<file path="config.mk">
export PLATFORM = sky130hd
export DESIGN_NAME = p3dx_cfg_regs
export DESIGN_NICKNAME = d
export VERILOG_FILES = /design/src/p3dx_pkg.sv /design/src/p3dx_cfg_regs.sv
export SDC_FILE = /design/constraint.sdc
export NUM_CORES = 1
export LEC_CHECK = 0
export CAP_MARGIN = 5
export CORE_UTILIZATION = 56
export CTS_CLUSTER_DIAMETER = 200
export DETAILED_ROUTE_END_ITERATION = 12
export DONT_BUFFER_PORTS = 1
export PLACE_DENSITY = 0.8
export SETUP_SLACK_MARGIN = 0.5
export SLEW_MARGIN = 15
export SYNTH_ARGS = -nofsm -noshare
export SYNTH_HDL_FRONTEND = slang
export SYNTH_SLANG_ARGS = --single-unit
</file>
<file path="constraint.sdc">
create_clock -name clk -period 0.8 [get_ports clk]
set_input_delay 0.08 -clock clk [delete_from_list [all_inputs] [get_ports clk]]
set_output_delay 0.08 -clock clk [all_outputs]
set_load 0.02 [all_outputs]
</file>
<file path="src/p3dx_pkg.sv">
// p3dx_pkg: shared types and constants for the 3D point transform core.
// Holds mode and register index codes, lane control and stage enable structs.
// No dependencies.
package p3dx_pkg;

    // Fixed coefficient format: 16-bit signed, scale factor is Q8.8
    localparam int COEF_BITS       = 16;
    localparam int SCALE_FRAC_BITS = 8;
    localparam int MODE_BITS       = 3;
    localparam int CFG_INDEX_BITS  = 3;

    // Transform modes; codes 5 to 7 pass the point through
    typedef enum logic [MODE_BITS-1:0] {
        MODE_SCALE     = 3'd0,
        MODE_TRANSLATE = 3'd1,
        MODE_ROT_X     = 3'd2,
        MODE_ROT_Y     = 3'd3,
        MODE_ROT_Z     = 3'd4
    } mode_t;

    // Configuration register indexes; index 7 is ignored
    typedef enum logic [CFG_INDEX_BITS-1:0] {
        REG_MODE     = 3'd0,
        REG_SCALE    = 3'd1,
        REG_COSINE   = 3'd2,
        REG_SINE     = 3'd3,
        REG_CENTER_X = 3'd4,
        REG_CENTER_Y = 3'd5,
        REG_CENTER_Z = 3'd6
    } reg_index_t;

    // Reset values
    localparam logic [MODE_BITS-1:0]        MODE_RESET   = MODE_SCALE;
    localparam logic signed [COEF_BITS-1:0] SCALE_RESET  = 16'sd256;
    localparam logic signed [COEF_BITS-1:0] COSINE_RESET = 16'sd16384;
    localparam logic signed [COEF_BITS-1:0] SINE_RESET   = 16'sd0;

    // Per-lane operation
    typedef enum logic [1:0] {
        OP_PASS  = 2'd0,
        OP_SCALE = 2'd1,
        OP_ROT   = 2'd2
    } op_t;

    typedef struct packed {
        op_t  op;
        logic sub;      // subtract the second product
    } lane_ctl_t;

    // Load enables for the lane stages
    typedef struct packed {
        logic s2;
        logic s3;
        logic s4;
    } pipe_en_t;

endpackage

</file>
<file path="src/p3dx_cfg_regs.sv">
// p3dx_cfg_regs: configuration register file (mode, scale, cosine, sine, center).
// Depends on p3dx_pkg.
module p3dx_cfg_regs #(
    parameter int COORD_BITS = 24,
    parameter int CFG_BITS   = 24
) (
    input  logic                                    clk,
    input  logic                                    rst_n,
    input  logic                                    cfg_valid,
    output logic                                    cfg_ready,
    input  logic [p3dx_pkg::CFG_INDEX_BITS-1:0]     cfg_index,
    input  logic [CFG_BITS-1:0]                     cfg_data,
    output logic [p3dx_pkg::MODE_BITS-1:0]          mode,
    output logic signed [p3dx_pkg::COEF_BITS-1:0]   scale_factor,
    output logic signed [p3dx_pkg::COEF_BITS-1:0]   cosine,
    output logic signed [p3dx_pkg::COEF_BITS-1:0]   sine,
    output logic signed [COORD_BITS-1:0]            center_x,
    output logic signed [COORD_BITS-1:0]            center_y,
    output logic signed [COORD_BITS-1:0]            center_z
);
    import p3dx_pkg::*;

    logic [MODE_BITS-1:0]        mode_reg;
    logic signed [COEF_BITS-1:0] scale_reg;
    logic signed [COEF_BITS-1:0] cosine_reg;
    logic signed [COEF_BITS-1:0] sine_reg;
    logic signed [COORD_BITS-1:0] center_x_reg;
    logic signed [COORD_BITS-1:0] center_y_reg;
    logic signed [COORD_BITS-1:0] center_z_reg;

    // Writes are always accepted
    assign cfg_ready = 1'b1;

    // Register writes; upper data bits beyond a register's width are dropped
    always_ff @(posedge clk or negedge rst_n)
    begin
        if (!rst_n)
        begin
            mode_reg     <= MODE_RESET;
            scale_reg    <= SCALE_RESET;
            cosine_reg   <= COSINE_RESET;
            sine_reg     <= SINE_RESET;
            center_x_reg <= '0;
            center_y_reg <= '0;
            center_z_reg <= '0;
        end
        else if (cfg_valid)
        begin
            unique case (cfg_index)
                REG_MODE:     mode_reg     <= cfg_data[MODE_BITS-1:0];
                REG_SCALE:    scale_reg    <= cfg_data[COEF_BITS-1:0];
                REG_COSINE:   cosine_reg   <= cfg_data[COEF_BITS-1:0];
                REG_SINE:     sine_reg     <= cfg_data[COEF_BITS-1:0];
                REG_CENTER_X: center_x_reg <= cfg_data[COORD_BITS-1:0];
                REG_CENTER_Y: center_y_reg <= cfg_data[COORD_BITS-1:0];
                REG_CENTER_Z: center_z_reg <= cfg_data[COORD_BITS-1:0];
                default:      ;
            endcase
        end
    end

    assign mode         = mode_reg;
    assign scale_factor = scale_reg;
    assign cosine       = cosine_reg;
    assign sine         = sine_reg;
    assign center_x     = center_x_reg;
    assign center_y     = center_y_reg;
    assign center_z     = center_z_reg;

endmodule

</file>
==> metrics.cfg, run 1 <==
[logic_synthesis]
synth_top_cell_by_area = dfrtp_1
synthTopCellsByArea = dfrtp_1 65%, mux2_2 29%, buf_6 1.7%, dfstp_2 1.1%, nand4b_2 0.96%
yosysSeqAreaShare = 0.657
ys_ff_latch = 123
synth_warnings = 0
synth-edff-count = 0
synth-compound-area-share = 0
syn-cell-area_um2 = 4690
synthXorXnorAreaFrac = 0
synthAdderAreaFrac = 0
syn_area_per_cell_um2 = 17.5
yosysUniqueCellTypes = 11
synthMuxAreaShare = 0.297
synth_commonest_cells = 121 x dfrtp_1, 121 x mux2_2, 7 x buf_6, 5 x buf_2
synth_top_family_by_area = multiplexers
ys_async_sr_fraction = 1.00
synth_top_area_frac = 0.646
synth_nets = 298
syn-instance-count = 268
synthSimpleGateAreaFrac = 0.0195
synthFlopType = dfrtp_1

[outcome]
lastStage = global routing
error = [ERROR DPL-0038] Utilization greater than 100%, impossible to legalize
status = aborted with a tool error

[floorplanning]
start_util = 0.573
io-pin-count = 154
die_h_um = 93.5
rows = 33
die_w_um = 93.5

[cts]
cts_num_sinks = 123
clockRootBuffer = clkbuf_8
cts_buffers = 17
clockBufferDepth = 2
htreeDepth = 4

[place]
place_inst = 491
port_buffers = 0
hpwl_um = 6870
gp_congestion = 0.748

[grt]
grt_max_degree = 124

[sta]
endpoint_type = top-level output
grt-worst-endpoint = cosine[14]

what timing repair did:
action,CTS
resized for setup,200
buffers inserted,47
setup endpoints to repair,246
endpoints found under the hold margin,246
cells by family after synthesis:
logic type             Yosys count
muxes                          123
DFF                            123
buffers and inverters           14
and+or+nand+nor                  7
other                            1
per-stage QoR:
step | setup WS, ns | utilization | cell area [µm²]
floorplan | -0.292 | - | 4900
global placement | -0.294 | 0.726 | 5930
detailed placement | -0.305 | 0.726 | 5930
CTS | -0.445 | 0.932 | 7620
==> run 2, diff against run 1 <==
--- a/config.mk
+++ b/config.mk
@@ -6,12 +6,10 @@
 export NUM_CORES = 1
 export LEC_CHECK = 0
 export CAP_MARGIN = 5
-export CORE_UTILIZATION = 56
-export CTS_CLUSTER_DIAMETER = 200
+export CORE_UTILIZATION = 40
 export DETAILED_ROUTE_END_ITERATION = 12
 export DONT_BUFFER_PORTS = 1
-export PLACE_DENSITY = 0.8
-export SETUP_SLACK_MARGIN = 0.5
+export PLACE_DENSITY_LB_ADDON = 0.15
 export SLEW_MARGIN = 15
 export SYNTH_ARGS = -nofsm -noshare
 export SYNTH_HDL_FRONTEND = slang
==> constraint.sdc (replaced) <==
create_clock -name clk -period 1 [get_ports clk]
set_input_delay 0.1 -clock clk [delete_from_list [all_inputs] [get_ports clk]]
set_output_delay 0.1 -clock clk [all_outputs]
set_load 0.02 [all_outputs]
==> run 2 against run 1 <==
Compared with the run above:
- the flow now finishes, with violations (hold timing, setup timing)
- synthesized cell count stayed put
- area after synthesis stayed put
==> metrics.cfg, run 2 <==
[logic_synthesis]
synth_nets = 298  ; unchanged
syn-cell-area_um2 = 4690  ; unchanged
synth_top_area_frac = 0.646  ; unchanged
ys_ff_latch = 123  ; unchanged
ys_async_sr_fraction = 1.00  ; unchanged
synth_commonest_cells = 121 x dfrtp_1, 121 x mux2_2, 7 x buf_6, 5 x buf_2
syn-instance-count = 268  ; unchanged
synth-edff-count = 0  ; unchanged
yosysSeqAreaShare = 0.657  ; unchanged
synth_top_cell_by_area = dfrtp_1
synthTopCellsByArea = dfrtp_1 65%, mux2_2 29%, buf_6 1.7%, dfstp_2 1.1%, nand4b_2 0.96%
synthFlopType = dfrtp_1
synth_warnings = 0  ; unchanged
yosysUniqueCellTypes = 11  ; unchanged
syn_area_per_cell_um2 = 17.5  ; unchanged

[drt]
drtIter0Drc = 106
post-route-drc-count = 0
postRouteAntennaNets = 0
wire_per_inst_um = 18.2
via_count = 3016
routed_wl_um = 11300
drt-pass1-iter-count = 4
viasPerCell = 4.86

[final_layout]
fin_area_um2 = 7410
fill_cells = 865
diodes = 0
multi_input_area_um2 = 1600
areaGrowthSynthToFinish_pct = 58.0
mostFrequentLayoutCell = buf_6
seqCellArea_um2 = 3080
drive_above_1_share = 0.674
final_cell_mix = 125 x buf_6, 121 x dfrtp_1, 94 x mux2_2
final_nets = 495

[cts]
clockRootBuffer = clkbuf_16
cts_tree = built
clockBufferDepth = 2  ; unchanged
clock_latency_ns = 0.40
htreeDepth = 4  ; unchanged
ctsHoldBuffers = 24
cts_num_sinks = 123  ; unchanged
cts_buffers = 17  ; unchanged
clk_pin_slew_ns = 0.05

[grt]
top_usage_layer = met2
grtUsageMet2 = 0.319
antenna_found_initial = 0
grtUsageMet1 = 0.244
track_usage = 0.201
grt_max_degree = 124
grt_use_met3 = 0.0782
grt_pass1_vias = 3209
grt_remaining_overflow = 0
grt_pass1_wl_um = 17500

[setup_path]
critPathRequiredTime_ns = 0.90
r2r-start = center_x[9]$_DFFE_PN0P_
worst_setup_path_start_kind = flip-flop
end_kind = output pin
reg2reg_to = center_x[9]$_DFFE_PN0P_
timing.reg2reg.setup_slack_ns = -0.02
arrival_ns = 1.00
reg2regPathDepth = 3
crit_fanout = 2
worstSetupPathType = reg2out

[power]
power.density_nw_per_um2 = 2440
peakVddDrop_v = 0.00170
leakage_nw = 3.46

[floorplanning]
io-pin-count = 154  ; unchanged
die_w_um = 110  ; +18%
start_util = 0.410  ; -0.163
rows = 39  ; +18%
core_um2 = 11400
die_h_um = 110  ; +18%
dieArea_um2 = 12200

[sta]
min_period_ns = 1.10
fin_crit_sh = 1.10
rsz0062_at_grt = yes
holdWs_ns = -0.618
fin_skew_ns = 0
fmax_ghz = 0.912
hold_viol_final = 126
finalMaxSlewViolations = 0
setup_ws_ns = -0.0961
finalSetupViolations = 126

[place]
gp_congestion = 0.702  ; -6.1%
port_buffers = 0  ; unchanged
place_area_um2 = 5890  ; -0.65%
post-place-ws_ns = -0.131  ; +0.174 ns
hpwl_um = 6670  ; -2.9%

[outcome]
violations = hold timing, setup timing
status = finished, violations left

[flow_run]
maxCapViolCount = 0

[hold_path]
hp-class = in2async

-- run 2: cell counts after synthesis --
No cell type changed its count.
-- run 2: cells by family after synthesis --
logic type | count (synthesis) | share of synthesized area
other | 1 | 0.000800
buffers and inverters | 14 | 0.0254
DFF | 123 | 0.657
and+or+nand+nor | 7 | 0.0195
muxes | 123 | 0.297
-- run 2: metal layers --
| layer | up-vias | share of wire | wire, µm |
|---|---|---|---|
| met5 | - | 0 | 0 |
| met4 | 0 | 0.016 | 180 |
| met3 | 14 | 0.059 | 670 |
| met2 | 88 | 0.50 | 5700 |
| met1 | 1562 | 0.42 | 4770 |
| li1 | 1352 | - | - |
-- run 2: what timing repair did --
action	4_1_cts	5_1_grt
setup endpoints to repair	123	123
resized for setup	121	5
pin swaps	0	0
buffers inserted	25	14
endpoints found under the hold margin	246	126
-- run 2: worst max-delay path by stage --
stage                           start                       end  slack, ns  cells past startpoint
6_report       cosine[14]$_DFFE_PN1P_                cosine[14]       -0.1                      0
5_1_grt        cosine[14]$_DFFE_PN1P_                cosine[14]      -0.14                      0
4_1_cts        cosine[14]$_DFFE_PN1P_                cosine[14]      -0.12                      0
3_5_place_dp             cfg_index[1]  center_x[23]$_DFFE_PN0P_      -0.13                      3
3_3_place_gp             cfg_index[1]   center_x[2]$_DFFE_PN0P_      -0.12                      3
2_1_floorplan               cfg_valid  center_x[10]$_DFFE_PN0P_      -0.11                      5
-- run 2: layout make-up --
type	instances	area share
Clock inverter	3	0.00203
Sequential cell	123	0.416
Clock buffer	29	0.0662
Timing Repair Buffer	192	0.276
Multi-Input combinational cell	131	0.215
Tap cell	143	0.0242
-- run 2: power breakdown --
part | total [mW] | switching (mW) | internal (mW)
clock | 5.24 | 1.96 | 3.28
combinational | 5.87 | 2.41 | 3.47
sequential | 6.92 | 0.812 | 6.11
-- run 2: through the flow --
step            util  hold slack, ns  setup TNS, ns  instances  power [mW]
2_1_floorplan      -          -0.196          -4.24        268        9.28
4_1_cts        0.638          -0.634          -6.00        607        18.0
3_3_place_gp   0.516          -0.193          -3.73        526        11.2
5_1_grt        0.649          -0.642          -8.34        621        18.9
6_report       0.649          -0.618          -3.60        621        18.0
3_5_place_dp   0.516          -0.193          -4.05        526        11.3
No activity file was read; power rests on OpenSTA's default activity.
