`config.mk`:
```
export PLATFORM = sky130hd
export DESIGN_NAME = p3dx_lane
export DESIGN_NICKNAME = d
export VERILOG_FILES = /design/src/p3dx_pkg.sv /design/src/p3dx_lane.sv
export SDC_FILE = /design/constraint.sdc
export NUM_CORES = 2
export LEC_CHECK = 0
export ABC_AREA = 1
export BUFFER_PORTS_ARGS = -buffer_cell sky130_fd_sc_hd__clkbuf_2
export CORE_ASPECT_RATIO = 1.75
export CORE_MARGIN = 3
export CORE_UTILIZATION = 50
export CTS_CLUSTER_SIZE = 25
export DETAILED_ROUTE_END_ITERATION = 10
export PLACE_DENSITY = 0.71
export SYNTH_ARGS = -nofsm -noshare
export SYNTH_HDL_FRONTEND = slang
export SYNTH_SLANG_ARGS = --single-unit
```
`constraint.sdc`:
```
create_clock -name clk -period 10 [get_ports clk]
set_input_delay 2 -clock clk [delete_from_list [all_inputs] [get_ports clk]]
set_output_delay 2 -clock clk [all_outputs]
set_load 0.01 [all_outputs]
```
`src/p3dx_pkg.sv`:
```
// p3dx_pkg: shared types and constants for the 3D point transform core.
// Holds mode and register index codes, lane control and stage enable structs.
// No dependencies.
package p3dx_pkg;

    // Fixed coefficient format: 16-bit signed, scale factor is Q8.8
    localparam int COEF_BITS       = 16;
    localparam int SCALE_FRAC_BITS = 8;
    localparam int MODE_BITS       = 3;
    localparam int CFG_INDEX_BITS  = 3;

    // Transform modes; codes 5 to 7 pass the point through
    typedef enum logic [MODE_BITS-1:0] {
        MODE_SCALE     = 3'd0,
        MODE_TRANSLATE = 3'd1,
        MODE_ROT_X     = 3'd2,
        MODE_ROT_Y     = 3'd3,
        MODE_ROT_Z     = 3'd4
    } mode_t;

    // Configuration register indexes; index 7 is ignored
    typedef enum logic [CFG_INDEX_BITS-1:0] {
        REG_MODE     = 3'd0,
        REG_SCALE    = 3'd1,
        REG_COSINE   = 3'd2,
        REG_SINE     = 3'd3,
        REG_CENTER_X = 3'd4,
        REG_CENTER_Y = 3'd5,
        REG_CENTER_Z = 3'd6
    } reg_index_t;

    // Reset values
    localparam logic [MODE_BITS-1:0]        MODE_RESET   = MODE_SCALE;
    localparam logic signed [COEF_BITS-1:0] SCALE_RESET  = 16'sd256;
    localparam logic signed [COEF_BITS-1:0] COSINE_RESET = 16'sd16384;
    localparam logic signed [COEF_BITS-1:0] SINE_RESET   = 16'sd0;

    // Per-lane operation
    typedef enum logic [1:0] {
        OP_PASS  = 2'd0,
        OP_SCALE = 2'd1,
        OP_ROT   = 2'd2
    } op_t;

    typedef struct packed {
        op_t  op;
        logic sub;      // subtract the second product
    } lane_ctl_t;

    // Load enables for the lane stages
    typedef struct packed {
        logic s2;
        logic s3;
        logic s4;
    } pipe_en_t;

endpackage

```
`src/p3dx_lane.sv`:
```
// p3dx_lane: one coordinate lane: multiply, sum and round, add center, saturate.
// Stages 2 to 4 of the pipeline. Depends on p3dx_pkg.
module p3dx_lane #(
    parameter int COORD_BITS     = 24,
    parameter int TRIG_FRAC_BITS = 14
) (
    input  logic                                    clk,
    input  p3dx_pkg::pipe_en_t                      en,
    input  p3dx_pkg::lane_ctl_t                     ctl,
    input  logic signed [COORD_BITS:0]              opa,
    input  logic signed [COORD_BITS:0]              opb,
    input  logic signed [p3dx_pkg::COEF_BITS-1:0]   coef_a,
    input  logic signed [p3dx_pkg::COEF_BITS-1:0]   coef_b,
    input  logic signed [COORD_BITS:0]              pass_val,
    input  logic signed [COORD_BITS-1:0]            base,
    output logic signed [COORD_BITS-1:0]            result,
    output logic                                    sat_flag
);
    import p3dx_pkg::*;

    localparam int PROD_BITS = COORD_BITS + 1 + COEF_BITS;
    localparam int SUM_BITS  = PROD_BITS + 1;
    localparam int VAL_BITS  = SUM_BITS + 1;

    localparam logic signed [SUM_BITS-1:0] HALF_SCALE = SUM_BITS'(1) << (SCALE_FRAC_BITS - 1);
    localparam logic signed [SUM_BITS-1:0] HALF_ROT   = SUM_BITS'(1) << (TRIG_FRAC_BITS - 1);
    localparam logic signed [VAL_BITS-1:0] SAT_MAX    =
        {{(VAL_BITS - COORD_BITS + 1){1'b0}}, {(COORD_BITS - 1){1'b1}}};
    localparam logic signed [VAL_BITS-1:0] SAT_MIN    = ~SAT_MAX;

    // Stage 2: products
    logic signed [PROD_BITS-1:0]  p1_reg, p2_reg, p1_next, p2_next;
    lane_ctl_t                    ctl2_reg;
    logic signed [COORD_BITS:0]   pass2_reg;
    logic signed [COORD_BITS-1:0] base2_reg;

    assign p1_next = PROD_BITS'(opa) * PROD_BITS'(coef_a);
    assign p2_next = PROD_BITS'(opb) * PROD_BITS'(coef_b);

    always_ff @(posedge clk)
    begin
        if (en.s2)
        begin
            p1_reg    <= p1_next;
            p2_reg    <= p2_next;
            ctl2_reg  <= ctl;
            pass2_reg <= pass_val;
            base2_reg <= base;
        end
    end

    // Stage 3: sum or difference of products, add half an LSB, floor shift
    logic signed [SUM_BITS-1:0]   sum_ab, sum_rnd, q_next, q3_reg;
    op_t                          op3_reg;
    logic signed [COORD_BITS:0]   pass3_reg;
    logic signed [COORD_BITS-1:0] base3_reg;

    always_comb
    begin
        if (ctl2_reg.sub)
            sum_ab = SUM_BITS'(p1_reg) - SUM_BITS'(p2_reg);
        else
            sum_ab = SUM_BITS'(p1_reg) + SUM_BITS'(p2_reg);
        if (ctl2_reg.op == OP_SCALE)
        begin
            sum_rnd = sum_ab + HALF_SCALE;
            q_next  = sum_rnd >>> SCALE_FRAC_BITS;
        end
        else
        begin
            sum_rnd = sum_ab + HALF_ROT;
            q_next  = sum_rnd >>> TRIG_FRAC_BITS;
        end
    end

    always_ff @(posedge clk)
    begin
        if (en.s3)
        begin
            q3_reg    <= q_next;
            op3_reg   <= ctl2_reg.op;
            pass3_reg <= pass2_reg;
            base3_reg <= base2_reg;
        end
    end

    // Stage 4: add center (or take the pass value), saturate to the coordinate range
    logic signed [VAL_BITS-1:0]   val;
    logic signed [COORD_BITS-1:0] res_next, res_reg;
    logic                         sat_next, sat_reg;

    always_comb
    begin
        if (op3_reg == OP_PASS)
            val = VAL_BITS'(pass3_reg);
        else
            val = VAL_BITS'(q3_reg) + VAL_BITS'(base3_reg);
        if (val > SAT_MAX)
        begin
            res_next = SAT_MAX[COORD_BITS-1:0];
            sat_next = 1'b1;
        end
        else if (val < SAT_MIN)
        begin
            res_next = SAT_MIN[COORD_BITS-1:0];
            sat_next = 1'b1;
        end
        else
        begin
            res_next = val[COORD_BITS-1:0];
            sat_next = 1'b0;
        end
    end

    always_ff @(posedge clk)
    begin
        if (en.s4)
        begin
            res_reg <= res_next;
            sat_reg <= sat_next;
        end
    end

    assign result   = res_reg;
    assign sat_flag = sat_reg;

endmodule

```
# After elaboration in Yosys (flattened, before gate mapping)
# Cells that the tools add are included.
# word_totals
output_inout_bits	25
regBits	252
in_bits	138
# classes
n_lt_le_gt_ge	2
multipliers	2
mux	5
reduce_logical	1
add_sub_neg	5
n_eq_ne	1
# op_table
operator	count
2-to-1 mux 42 bit	2
multiplier 25 x 16 -> 41 bit	2
adder 42 x 24 -> 43 bit	1
greater-than comparator 43 x 24 -> 1 bit, second input constant	1
< comparator 43 x 24 -> 1 bit, second input constant	1
2-to-1 mux 43 bit	1
adder 41 x 41 -> 42 bit	1
adder 42 x 15 -> 42 bit, second input constant	1
adder 42 x 9 -> 42 bit, second input constant	1
subtractor 41 x 41 -> 42 bit	1
2-to-1 mux 24 bit	1
== test 2 x 1 -> 1 bit, second input constant	1
zero test 2 bit	1
2-to-1 mux 1 bit	1

# Logic depth before layout (Yosys ltp)
# depth
word_depth	4
mapped_depth	32
depth_no_buf	32

# Worst setup path after synthesis
# Ideal clock, no wire load.
# synth_path
path_type	input to register
from	input port opa[9]
to	register p1_reg[40], data pin
path_stages	24
slack_ps	2078
n_path_buf	2
arrival_ps	7657
path_cell_list	clkbuf_1 -> clkbuf_1 -> nand2_1 -> fa_1 -> inv_1 -> fa_1 -> inv_1 -> fa_1 -> inv_1 -> fa_1 -> fa_1 -> inv_1 -> fa_1 -> inv_1 -> ha_1 -> a21oi_1 -> o21ai_0 -> a21oi_1 -> o21ai_0 -> a21boi_0 -> o21bai_1 -> a21boi_0 -> o21ai_0 -> xor2_1
# synth_via
elab_chain_cells	1
# synth_rtl
item	line_no	rtl
start, declared	p3dx_lane.sv:10	input logic signed [COORD_BITS:0] opa,
multiplier 25 x 16 -> 41 bit	p3dx_lane.sv:37	assign p1_next = PROD_BITS'(opa) * PROD_BITS'(coef_a);
net p1_next[40]	p3dx_lane.sv:32	logic signed [PROD_BITS-1:0] p1_reg, p2_reg, p1_next, p2_next;
end signal, assigned	p3dx_lane.sv:44	p1_reg <= p1_next;
end, declared	p3dx_lane.sv:32	
# The timed path passes the listed nets, and every way through them passes these cells.
# A chain may end at the register's enable or synchronous reset.

# Worst setup path after layout
# layout_path
from	input port coef_a[3] (netlist name)
to	register p1_reg[40], data pin
# layout_via
elab_chain_cells	1
# layout_rtl
item	line_no	rtl
start, declared	p3dx_lane.sv:12	input logic signed [p3dx_pkg::COEF_BITS-1:0] coef_a,
multiplier 25 x 16 -> 41 bit	p3dx_lane.sv:37	
net p1_next[40]	p3dx_lane.sv:32	
# The timed path passes the listed nets, and every way through them passes these cells.

==> results_dict.tcl <==
set metrics [dict create \
    fin_area_mm2 0.0487 \
    status "completed" \
    async_flop_share 0 \
    finalCritPeriodShare 0.820 \
    fin_tns_setup_ps 0 \
    arrival_ps 8480 \
    clk_path_buf_depth 3 \
    routabilityCongestion 0.989 \
    setup_viol 0 \
    grt_max_degree 76 \
    synth_area_mm2 0.0462 \
    postRouteAntennaNets 0 \
    syn_area_per_cell_um2 7.71 \
    required_ps 10280 \
    grt_antenna_before_repair 3 \
    rr_worst_depth 29 \
    fillers 8720 \
    start_util 0.507 \
    ys.flop_type "edfxtp_1" \
    worstMarginPinSlew_ps 1040 \
    min_path_cells 0 \
    die_area_mm2 0.0963 \
    route.detailed.drc 0 \
    synth_cells 5993 \
    n_antenna_cell 0 \
    fin_skew_ps 19.8 \
    num_rows 146 \
    die_w_um 236 \
    grt_pass1_vias 41000 \
    clk-insertion-delay-late_ps 550 \
    synth_top_family_by_area "adder cells" \
    grt_pass1_wl_um 214000 \
    drv_cap 0 \
    cts.clk_slew.worst_paths_ps 60 \
    critPathLaunchType "input port" \
    ys_seq_area_frac 0.158 \
    cts_resized 0 \
    overflow 0 \
    syn2layout_area_growth_pct 5.31 \
    cp-end-kind "flop" \
    max_freq_mhz 122 \
    htreeDepth 1 \
    wire_per_inst_um 18.7 \
    drt-initial-drc-count 2021 \
    finalWirelength_um 135000 \
    finalMaxSlewViolations 0 \
    max-slew-margin-rel 0.308 \
    yosysUniqueCellTypes 52 \
    cts.sinks 244 \
    core_mm2 0.0912 \
    final_common_cell "inv_1" \
    cts_setup_buffers 0 \
    yosys_warnings 0 \
    rsz0062_at_grt "false" \
    hold_viol_final 0 \
    cts_made_buffers 24 \
    post-route-util 0.534 \
    ys_ff_latch 244 \
    drive_above_1_share 0.0532 \
    critPathKind "in -> reg" \
    fin_nets 7187 \
    cts_tree "done" \
    fin_crit_ps 8200 \
    syn_nets 7185 \
    synth_compound_area_frac 0.0504 \
    yosysTopAreaCell "fa_1" \
    dp_hpwl_um 114000 \
    synthSimpleGateAreaFrac 0.203 \
    synth_area_leaders "fa_1, edfxtp_1, inv_1, nand2_1, ha_1" \
    cts_root_buf "clkbuf_16" \
    synthAdderAreaFrac 0.411 \
    vias 37800 \
    synthMuxAreaShare 0 \
    synth.top_cell.area_share 0.336 \
    die_height_um 408 \
    drt_first_pass_iters 6 \
    gr-usage-all-layers 0.284 \
    cp_max_fo 25 \
    synth_edf_count 244 \
    vias_per_cell 5.25 \
    hold_path.class "reg -> reg" \
    ios 163 \
    mostFrequentLayoutCells "inv_1, nand2_1, fa_1" \
    postCtsHoldBufs 0 \
    dpl_cell_area_mm2 0.0479 \
    io_buffers 162 \
    synth_xor_area_frac 0.0275 \
]
[cell type report]
type,count,area (um2),share of cell area
sequential,244,7330,0.150
multi-input combinational,3915,32000,0.657
clock buffer,27,633,0.0130
clock inverter,17,161,0.00331
tap,1184,1480,0.0304
inverter,1629,6110,0.126
timing repair buffer,181,962,0.0198
[metal layers]
layer  wire length [um]  track usage  vias to the layer above
met3               5930       0.0258                      466
met4              11100        0.191                        6
met1              43500        0.278                    18400
met5                 35            0                        -
li1                   -            -                    17600
met2              74200        0.553                     1277
[cell usage after synthesis, drive strengths merged (2+ instances only)]
master / instances
o211ai: 4
o22ai: 3
nand3b: 4
nand4: 43
a31oi: 22
edfxtp: 244
and3: 6
o32ai: 2
nand3: 198
nor4: 7
a21oi: 197
fa: 777
a21boi: 4
nand2: 1631
clkbuf: 192
xnor2: 48
o21ai: 144
o221ai: 3
nor3: 31
a21o: 15
o21a: 8
a221oi: 3
or2: 19
xor2: 94
o31ai: 4
and2: 3
inv: 1628
o21bai: 10
nor2: 349
a211oi: 2
ha: 277
buf: 13
[worst paths after layout]
check | from | end | slack [ps]
worst max register to register | p2_reg[0]$_DFFE_PP_ | q3_reg[40]$_DFFE_PP_ | 4260
worst min-delay path | pass2_reg[22]$_DFFE_PP_ | pass3_reg[22]$_DFFE_PP_ | 420
worst min register to register | pass2_reg[22]$_DFFE_PP_ | pass3_reg[22]$_DFFE_PP_ | 420
worst max-delay path | coef_a[3] | p1_reg[40]$_DFFE_PP_ | 1800
[kinds of logic (layout without fill, tap and decap cells)]
kind of cell    count (synthesis)  count (layout)
flops                         244             244
compound gates                426             426
simple gates                 2293            2293
buf+inv                      1834            1854
xor+xnor                      142             142
fa+ha+maj                    1054            1054
[per-stage QoR]
| step | instances | setup slack [ps] | hold WS (ps) |
|---|---|---|---|
| floorplan | 5993 | 2080 | 400 |
| global placement | 7153 | 1420 | 403 |
| detailed placement | 7153 | 1290 | 405 |
| CTS | 7197 | 1850 | 420 |
| global route | 7197 | 1470 | 426 |
| finish | 7197 | 1800 | 420 |
[worst max-delay path: stages]
cell and delay (ps):
clkbuf_2 540, nand2_1 180, fa_1 570, inv_1 50
fa_1 480, inv_1 50, fa_1 500, inv_1 50
fa_1 460, fa_1 540, inv_1 50, fa_1 580
inv_1 60, ha_1 350, a21oi_1 200, o21ai_0 140
a21oi_1 130, o21ai_0 160, a21boi_0 480, o21bai_1 190
a21boi_0 360, o21ai_0 160, xor2_1 170
Power is left out: the tool's default activity adds up to more than one toggle a clock period on the data nets, which glitch-free logic cannot reach.
